$ cat src/rtl/core/hhsd_pkg.sv
// Package for the header-hunting deframer: register indexes, field widths,
// the tracker state type and the structs passed between the modules.
// No dependencies.
package hhsd_pkg;

   localparam int BYTE_W   = 8;
   localparam int POS_W    = 6;
   localparam int FLEN_W   = 7;
   localparam int SKIP_W   = 16;
   localparam int SUM_W    = 16;
   localparam int CSR_IDX_W  = 2;
   localparam int CSR_DATA_W = 16;

   localparam logic [CSR_IDX_W-1:0] CSR_HEADER_BYTE  = 2'd0;
   localparam logic [CSR_IDX_W-1:0] CSR_FRAME_LENGTH = 2'd1;
   localparam logic [CSR_IDX_W-1:0] CSR_SKIP_LIMIT   = 2'd2;

   localparam int MIN_FRAME = 3;

   typedef enum logic {
      ST_HUNT,
      ST_FRAME
   } hhsd_state_type;

   typedef struct packed {
      logic [BYTE_W-1:0] header_byte;
      logic [FLEN_W-1:0] frame_length;
      logic [SKIP_W-1:0] skip_limit;
   } hhsd_cfg_type;

   typedef struct packed {
      logic              emit;
      logic [BYTE_W-1:0] frame_byte;
      logic [POS_W-1:0]  position;
      logic              last_of_frame;
      logic              checksum_ok;
      logic              header_forced;
   } hhsd_result_type;

endpackage

$ cat src/rtl/core/hhsd_tracker.sv
// Frame tracker of the deframer: header hunt, byte position, running sum and
// trailing-word check, one byte per step.
// Depends on hhsd_pkg.
module hhsd_tracker import hhsd_pkg::*; #(
   parameter int MAX_FRAME = 64
) (
   input  logic              clock,
   input  logic              reset,
   input  logic              step,
   input  logic [BYTE_W-1:0] rx_byte,
   input  hhsd_cfg_type      cfg,
   output hhsd_result_type   res
);

   localparam int IDX_W = $clog2(MAX_FRAME);
   localparam int LEN_W = $clog2(MAX_FRAME + 1);
   localparam int CMP_W = (LEN_W > FLEN_W) ? LEN_W : FLEN_W;

   hhsd_state_type    state_ff, state_in;
   logic [SKIP_W-1:0] skip_count_ff, skip_count_in;
   logic [IDX_W-1:0]  byte_index_ff, byte_index_in;
   logic [SUM_W-1:0]  running_sum_ff, running_sum_in;
   logic [BYTE_W-1:0] checksum_high_ff, checksum_high_in;
   logic              forced_flag_ff, forced_flag_in;

   logic [SKIP_W:0]   count;
   logic              hdr_hit;
   logic              limit_hit;
   logic              opens;
   logic [CMP_W-1:0]  flen;
   logic [CMP_W-1:0]  len;
   logic [IDX_W-1:0]  idx;
   logic [SUM_W-1:0]  sum;
   logic [BYTE_W-1:0] chigh;
   logic              forced;
   logic              is_last;
   logic              is_high;

   // Hunt decision and the view of the frame state that this byte sees.
   always_comb begin
      count     = {1'b0, skip_count_ff} + 1'b1;
      hdr_hit   = (rx_byte == cfg.header_byte);
      limit_hit = (count >= {1'b0, cfg.skip_limit});
      opens     = hdr_hit || limit_hit;

      flen = CMP_W'(cfg.frame_length);
      if (flen < CMP_W'(MIN_FRAME)) begin
         len = CMP_W'(MIN_FRAME);
      end else if (flen > CMP_W'(MAX_FRAME)) begin
         len = CMP_W'(MAX_FRAME);
      end else begin
         len = flen;
      end

      if (state_ff == ST_HUNT) begin
         idx    = '0;
         sum    = '0;
         chigh  = '0;
         forced = !hdr_hit;
      end else begin
         idx    = byte_index_ff;
         sum    = running_sum_ff;
         chigh  = checksum_high_ff;
         forced = forced_flag_ff;
      end

      is_last = (CMP_W'(idx) + 1'b1) >= len;
      is_high = (CMP_W'(idx) + 2'd2) == len;
   end

   // Next state.
   always_comb begin
      state_in = state_ff;
      if (step) begin
         case (state_ff)
            ST_HUNT: begin
               if (opens && !is_last) begin
                  state_in = ST_FRAME;
               end
            end
            ST_FRAME: begin
               if (is_last) begin
                  state_in = ST_HUNT;
               end
            end
            default: state_in = ST_HUNT;
         endcase
      end
   end

   // Datapath state and the result of this step.
   always_comb begin
      skip_count_in    = skip_count_ff;
      byte_index_in    = byte_index_ff;
      running_sum_in   = running_sum_ff;
      checksum_high_in = checksum_high_ff;
      forced_flag_in   = forced_flag_ff;

      res.emit          = (state_ff == ST_FRAME) || opens;
      res.frame_byte    = rx_byte;
      res.position      = POS_W'(idx);
      res.last_of_frame = is_last;
      res.checksum_ok   = is_last && ({chigh, rx_byte} == sum);
      res.header_forced = forced;

      if (step) begin
         if (!res.emit) begin
            skip_count_in = count[SKIP_W-1:0];
         end else begin
            forced_flag_in = forced;
            if (is_last) begin
               skip_count_in    = '0;
               byte_index_in    = '0;
               running_sum_in   = '0;
               checksum_high_in = '0;
            end else begin
               skip_count_in    = '0;
               byte_index_in    = idx + 1'b1;
               running_sum_in   = is_high ? sum : sum + SUM_W'(rx_byte);
               checksum_high_in = is_high ? rx_byte : chigh;
            end
         end
      end
   end

   always_ff @(posedge clock) begin
      if (reset) begin
         state_ff         <= ST_HUNT;
         skip_count_ff    <= '0;
         byte_index_ff    <= '0;
         running_sum_ff   <= '0;
         checksum_high_ff <= '0;
         forced_flag_ff   <= 1'b0;
      end else begin
         state_ff         <= state_in;
         skip_count_ff    <= skip_count_in;
         byte_index_ff    <= byte_index_in;
         running_sum_ff   <= running_sum_in;
         checksum_high_ff <= checksum_high_in;
         forced_flag_ff   <= forced_flag_in;
      end
   end

   // The last byte of a frame always sends the tracker back to hunting.
   a_last_to_hunt: assert property (@(posedge clock) disable iff (reset)
      (step && res.emit && res.last_of_frame) |=> (state_ff == ST_HUNT))
      else $error("tracker did not return to hunting after the last byte");

   // A pass verdict can only appear on the last byte.
   a_ok_only_last: assert property (@(posedge clock) disable iff (reset)
      (res.emit && res.checksum_ok) |-> res.last_of_frame)
      else $error("checksum pass reported before the last byte");

   // A skipped byte advances the skip count by exactly one.
   a_skip_counts: assert property (@(posedge clock) disable iff (reset)
      (step && state_ff == ST_HUNT && !res.emit) |=>
      (skip_count_ff == $past(skip_count_ff) + 1'b1))
      else $error("skip count did not advance on a skipped byte");

   // A frame opened on a header match is never marked as forced.
   a_match_not_forced: assert property (@(posedge clock) disable iff (reset)
      (step && state_ff == ST_HUNT && hdr_hit) |-> (res.emit && !res.header_forced))
      else $error("header match opened a frame marked as forced");

endmodule

$ cat src/rtl/core/header_hunt_sum16_deframer.sv
// Header-hunting frame receiver with a 16-bit additive checksum.
// Received bytes enter on the req_ channel (req_valid, req_stall, req_rx_byte).
// While hunting, bytes that do not match the header byte are dropped and
// counted; a match, or reaching the skip limit, opens a frame of the
// configured length. Every frame byte leaves on the rsp_ channel with its
// position, a last-byte flag, the checksum verdict (on the last byte only)
// and a flag set when the skip limit rather than a match opened the frame.
// Registers are written through csr_wr_en, csr_index and csr_wdata; the user
// must write them only while the block is idle, which the block does not enforce.
// A frame byte accepted on req_ is held in the input register, passes the
// tracker and is presented on rsp_ from the output register.
// Throughput: one byte per cycle while the receiver does not stall, with the
// tracker stepping between the input register and the output register.
// When the receiver stalls, the result stays in the output register and one
// more byte may wait in the input register before req_stall is raised.
// Reset is synchronous: both channels empty, registers at their defaults
// (header 0, frame length 31, skip limit 1024) and the tracker hunting.
// Depends on hhsd_pkg and hhsd_tracker.
module header_hunt_sum16_deframer import hhsd_pkg::*; #(
   parameter int MAX_FRAME = 64
) (
   input  logic                  clock,
   input  logic                  reset,
   input  logic                  csr_wr_en,
   input  logic [CSR_IDX_W-1:0]  csr_index,
   input  logic [CSR_DATA_W-1:0] csr_wdata,
   input  logic                  req_valid,
   output logic                  req_stall,
   input  logic [BYTE_W-1:0]     req_rx_byte,
   output logic                  rsp_valid,
   input  logic                  rsp_stall,
   output logic [BYTE_W-1:0]     rsp_frame_byte,
   output logic [POS_W-1:0]      rsp_position,
   output logic                  rsp_last_of_frame,
   output logic                  rsp_checksum_ok,
   output logic                  rsp_header_forced
);

   hhsd_cfg_type      cfg_ff, cfg_in;
   logic              in_valid_ff, in_valid_in;
   logic [BYTE_W-1:0] in_byte_ff, in_byte_in;
   logic              out_valid_ff, out_valid_in;
   hhsd_result_type   out_ff, out_in;
   hhsd_result_type   res;
   logic              advance;
   logic              step;
   logic              req_take;

   always_comb begin
      cfg_in = cfg_ff;
      if (csr_wr_en) begin
         case (csr_index)
            CSR_HEADER_BYTE:  cfg_in.header_byte  = csr_wdata[BYTE_W-1:0];
            CSR_FRAME_LENGTH: cfg_in.frame_length = csr_wdata[FLEN_W-1:0];
            CSR_SKIP_LIMIT:   cfg_in.skip_limit   = csr_wdata[SKIP_W-1:0];
            default:          cfg_in = cfg_ff;
         endcase
      end
   end

   // The tracker steps when the input register holds a byte and the output register is empty or being emptied.
   assign advance   = !out_valid_ff || !rsp_stall;
   assign step      = in_valid_ff && advance;
   assign req_stall = in_valid_ff && !advance;
   assign req_take  = req_valid && !req_stall;

   always_comb begin
      in_valid_in = in_valid_ff;
      in_byte_in  = in_byte_ff;
      if (req_take) begin
         in_valid_in = 1'b1;
         in_byte_in  = req_rx_byte;
      end else if (step) begin
         in_valid_in = 1'b0;
      end

      out_valid_in = out_valid_ff;
      out_in       = out_ff;
      if (step) begin
         out_valid_in = res.emit;
         out_in       = res;
      end else if (out_valid_ff && !rsp_stall) begin
         out_valid_in = 1'b0;
      end
   end

   hhsd_tracker #(
      .MAX_FRAME (MAX_FRAME)
   ) u_tracker (
      .clock   (clock),
      .reset   (reset),
      .step    (step),
      .rx_byte (in_byte_ff),
      .cfg     (cfg_ff),
      .res     (res)
   );

   always_ff @(posedge clock) begin
      if (reset) begin
         cfg_ff.header_byte  <= 8'd0;
         cfg_ff.frame_length <= 7'd31;
         cfg_ff.skip_limit   <= 16'd1024;
         in_valid_ff         <= 1'b0;
         out_valid_ff        <= 1'b0;
      end else begin
         cfg_ff       <= cfg_in;
         in_valid_ff  <= in_valid_in;
         out_valid_ff <= out_valid_in;
      end
      in_byte_ff <= in_byte_in;
      out_ff     <= out_in;
   end

   assign rsp_valid         = out_valid_ff;
   assign rsp_frame_byte    = out_ff.frame_byte;
   assign rsp_position      = out_ff.position;
   assign rsp_last_of_frame = out_ff.last_of_frame;
   assign rsp_checksum_ok   = out_ff.checksum_ok;
   assign rsp_header_forced = out_ff.header_forced;

endmodule
$ cat config.mk
export PLATFORM = sky130hd
export DESIGN_NAME = header_hunt_sum16_deframer
export DESIGN_NICKNAME = d
export VERILOG_FILES = /design/src/rtl/core/hhsd_pkg.sv /design/src/rtl/core/hhsd_tracker.sv /design/src/rtl/core/header_hunt_sum16_deframer.sv
export SDC_FILE = /design/constraint.sdc
export NUM_CORES = 1
export LEC_CHECK = 0
export BUFFER_PORTS_ARGS = -buffer_cell sky130_fd_sc_hd__clkbuf_2
export CAP_MARGIN = 20
export CORE_MARGIN = 3
export CORE_UTILIZATION = 40
export DETAILED_ROUTE_END_ITERATION = 7
export GPL_ROUTABILITY_DRIVEN = 0
export PLACE_DENSITY = 0.6
export SETUP_SLACK_MARGIN = 0.4
export SKIP_LAST_GASP = 1
export SLEW_MARGIN = 25
export SYNTH_ARGS = -nofsm -noshare
export SYNTH_HDL_FRONTEND = slang
export SYNTH_SLANG_ARGS = --single-unit
$ cat constraint.sdc
create_clock -name clock -period 8.4 [get_ports clock]
set_clock_uncertainty 0.05 [all_clocks]
set_input_delay 1.68 -clock clock [delete_from_list [all_inputs] [get_ports clock]]
set_output_delay 1.68 -clock clock [all_outputs]
set_load 0.01 [all_outputs]
==> results.py <==
metrics = {
    "outcome": {
        "status": "finished clean",
    },
    "timing": {
        "setup_viol": 0,
        "worstMarginPinSlew_ns": 0.9371,
        "fmax_mhz": 254.6,
        "fin_ws_ns": 4.472,
        "tns_ns": 0,
        "fin_crit_sh_pct": 46.76,
        "slew_headroom_pct": 37.29,
        "post-route-min-period_ns": 3.928,
        "finalHoldViolations": 0,
        "maxSlewViolCount": 0,
        "grt_setup_unrepaired": "no",
    },
    "clock_tree": {
        "cts_buffers": 9,
        "hold_buffers": 0,
        "post_cts_buffers": 0,
        "cts_max_level": 3,
        "clock_path_buffers": 2,
        "clk_latency_ns": 0.35,
        "cts_tree": "built",
        "post_cts_resized": 0,
        "cts.reportedPaths.clkPinSlew_ns": 0.08,
        "cts_root_buf": "clkbuf_16",
        "clock-sinks": 106,
    },
    "global_routing": {
        "grt_usage_pct": 17.62,
        "overflow": 0,
        "grt_pass1_wl_um": 22820,
        "first_global_vias": 4547,
        "antenna_found_initial": 0,
        "grt_start_max_net_pins": 33,
    },
    "placed_design": {
        "pre_cts_ws_ns": 4.128,
        "hpwlAfterDp_um": 10410,
        "dp_cells": 809,
        "port_buffers": 49,
    },
    "worst_setup_path": {
        "cp.buffers_inverters": 0,
        "crit_chain": "ha_1, nand3_1, xnor2_1, ha_1, a211oi_1, nor2_1, a2111oi_0, a21oi_1, o21a_1, nor2_1, a22o_2",
        "start_kind": "register",
        "cp_slowest_cell": "nor2_1",
        "required_ns": 8.65,
        "critPathTopFamily": "compound AO/OA/AOI/OAI gates",
        "endpoint_kind": "register",
        "crit_type": "register to register",
        "crit_fanout": 12,
        "critPathMaxStageDelay_ns": 0.74,
        "arrival_ns": 4.18,
    },
    "synthesis": {
        "ys_seq_area_share_pct": 41.34,
        "synth_top_area_share_pct": 28.26,
        "synthFlopType": "dfxtp_1",
        "synth_seq_cells": 106,
        "synth.cell_area_um2": 5738,
        "synth_async_sr_flop_share_pct": 0,
        "synth_top_area_cell": "dfxtp_1",
        "synth.area.top_cells": "dfxtp_1, edfxtp_1, ha_1, nand2_1, mux2i_1",
        "avgSynthCellArea_um2": 9.484,
        "syn-instance-count": 605,
        "synth-edff-count": 25,
        "syn-num-nets": 671,
        "ys_warn_count": 0,
        "ys_types": 68,
    },
    "power": {
        "p_sw_uw": 277.4,
        "internal_power_uw": 778.5,
        "irDropWorstVdd_mv": 0.1161,
        "p_clk_share_pct": 40.1,
        "power_mw": 1.056,
        "switching_share_pct": 26.27,
        "power_frac_comb_pct": 7.8,
        "power_leakage_nw": 2.569,
        "seq_power_share_pct": 52.1,
        "powerDensity_nw_per_um2": 166.2,
    },
    "run": {
        "maxCapViolations": 0,
    },
    "layout": {
        "instances_no_fill": 825,
        "fillerInstances": 1323,
        "syn_to_final_growth_pct": 10.71,
        "finalNetCount": 706,
        "fin_util_pct": 45.59,
        "diodes": 0,
        "drive_above_1_share_pct": 13.80,
    },
    "route": {
        "wl_per_cell_um": 16.76,
        "viasPerCell": 5.542,
        "vias": 4572,
        "ant_nets": 0,
        "drtIter0Drc": 281,
        "drc": 0,
        "totalWireLength_um": 13820,
        "firstDrtPassIters": 4,
    },
    "die": {
        "rows": 43,
        "fp.dieW_um": 125.8,
        "ios": 50,
        "coreArea_um2": 13930,
        "dieArea_um2": 15820,
        "die_height_um": 125.8,
        "start_util_pct": 41.18,
    },
    "worst_hold_path": {
        "hp-class": "register to register",
    },
}
[per-layer routing]
metal	global-route usage (%)	wire length (um)	part of all wire, %
met2	28.29	6357	46
met3	2.629	635	4.6
met5	0	0	0
met1	24.29	6568	48
met4	6.372	263	1.9
[worst register-to-register path, cell delays in order (launching register included)]
cell and delay, ns:
dfxtp_1 0.45, ha_1 0.29, nand3_1 0.20, xnor2_1 0.30
ha_1 0.31, a211oi_1 0.28, nor2_1 0.09, a2111oi_0 0.38
a21oi_1 0.21, o21a_1 0.31, nor2_1 0.74, a22o_2 0.28
[area by class of cell]
cell class / instances / area, um^2 / share of cell area [%]
clock buffer: 9 / 225.2 / 3.545
sequential: 106 / 2372 / 37.34
multi-input combinational: 430 / 3033 / 47.74
clock inverter: 7 / 75.07 / 1.182
tap: 180 / 225.2 / 3.545
timing repair buffer: 52 / 267.8 / 4.215
inverter: 41 / 153.9 / 2.423
[Yosys cell counts, types with 2 or more instances]
library cell	n
a211o_1	4
inv_1	40
a31oi_1	4
and4_1	3
ha_1	34
nor2b_1	6
o211ai_1	5
dfxtp_1	81
a21oi_1	27
and3_2	3
mux2i_1	25
buf_6	7
nor2_1	28
edfxtp_1	25
and2_2	2
o21a_1	4
nor3b_1	4
a211oi_1	3
and3_1	7
a22oi_1	5
o2111ai_1	3
a21o_1	4
nand2b_1	2
nand3b_1	3
a32o_1	16
and2_1	17
o21ai_0	17
clkbuf_1	18
nand3_1	14
nand2_1	77
o2bb2ai_1	6
nor3_1	6
mux2_2	3
nor4_1	6
xor2_1	18
a22o_1	4
xnor2_1	25
nor4b_1	2
nand4_1	9
o22ai_1	10
[power groups by stage]
stage                     Clock, mW  Sequential (mW)  Combinational [mW]
final                         0.424            0.550              0.0824
after global routing          0.455            0.552              0.0927
after CTS                     0.432            0.550              0.0824
after detailed placement          0            0.562              0.0820
after global placement            0            0.561              0.0792
after floorplan                   0            0.557              0.0564
[cell families after synthesis]
group | count (synthesis) | synth area share (%)
AND/OR/NAND/NOR | 199 | 17.71
AO/OA/AOI/OAI | 125 | 15.79
flip-flops | 106 | 41.34
buffers and inverters | 69 | 5.887
XOR/XNOR | 43 | 6.563
adder cells (fa/ha/maj) | 35 | 7.763
multiplexers | 28 | 4.950
[metrics by stage]
stage	instance area (um^2)	hold WS (ns)
2_1_floorplan	5738	0.3749
3_3_place_gp	6047	0.3873
3_5_place_dp	6047	0.3952
4_1_cts	6347	0.4114
5_1_grt	6352	0.4292
6_report	6352	0.4072
[layout by cell type, fill, tap and decap left out, types with 4 or more instances in the layout]
| cell | instances |
|---|---|
| o21ai_0 | 17 |
| inv_1 | 40 |
| a21oi_1 | 27 |
| nand2_1 | 77 |
| nor2_1 | 26 |
| a21o_1 | 4 |
| clkbuf_16 | 9 |
| xor2_1 | 18 |
| o22ai_1 | 10 |
| and2_1 | 17 |
| nand4_1 | 9 |
| mux2i_1 | 25 |
| o21a_1 | 4 |
| a22o_1 | 4 |
| xnor2_1 | 25 |
| nor2b_1 | 6 |
| o2bb2ai_1 | 6 |
| nor4_1 | 6 |
| a22oi_1 | 5 |
| a211o_1 | 4 |
| nor3_1 | 6 |
| o211ai_1 | 5 |
| nand3_1 | 14 |
| a31oi_1 | 4 |
| a32o_1 | 16 |
| clkbuf_2 | 49 |
| edfxtp_1 | 25 |
| and3_1 | 7 |
| dfxtp_1 | 81 |
| ha_1 | 34 |
| nor3b_1 | 4 |
[path summary, 6_finish.rpt]
| check | startpoint | end | slack, ns | cells after the start |
|---|---|---|---|---|
| worst max-delay path | u_tracker.skip_count_ff[0] | u_tracker.byte_index_ff[3] | 4.47 | 11 |
| worst min-delay path | cfg_ff[7] | cfg_ff[7] | 0.41 | 2 |
| worst max register to register | u_tracker.skip_count_ff[0] | u_tracker.byte_index_ff[3] | 4.47 | 11 |
| worst min register to register | cfg_ff[7] | cfg_ff[7] | 0.41 | 2 |
[sequential cells by signal, summed over array words and instances, names as in the netlist, 6 cells and up]
name	cells
cfg_ff	31
u_tracker.byte_index_ff	6
u_tracker.running_sum_ff	16
rsp_position	6
rsp_frame_byte	8
in_byte_ff	8
u_tracker.checksum_high_ff	8
u_tracker.skip_count_ff	16
Note: power is estimated with default switching activity, not from simulation.
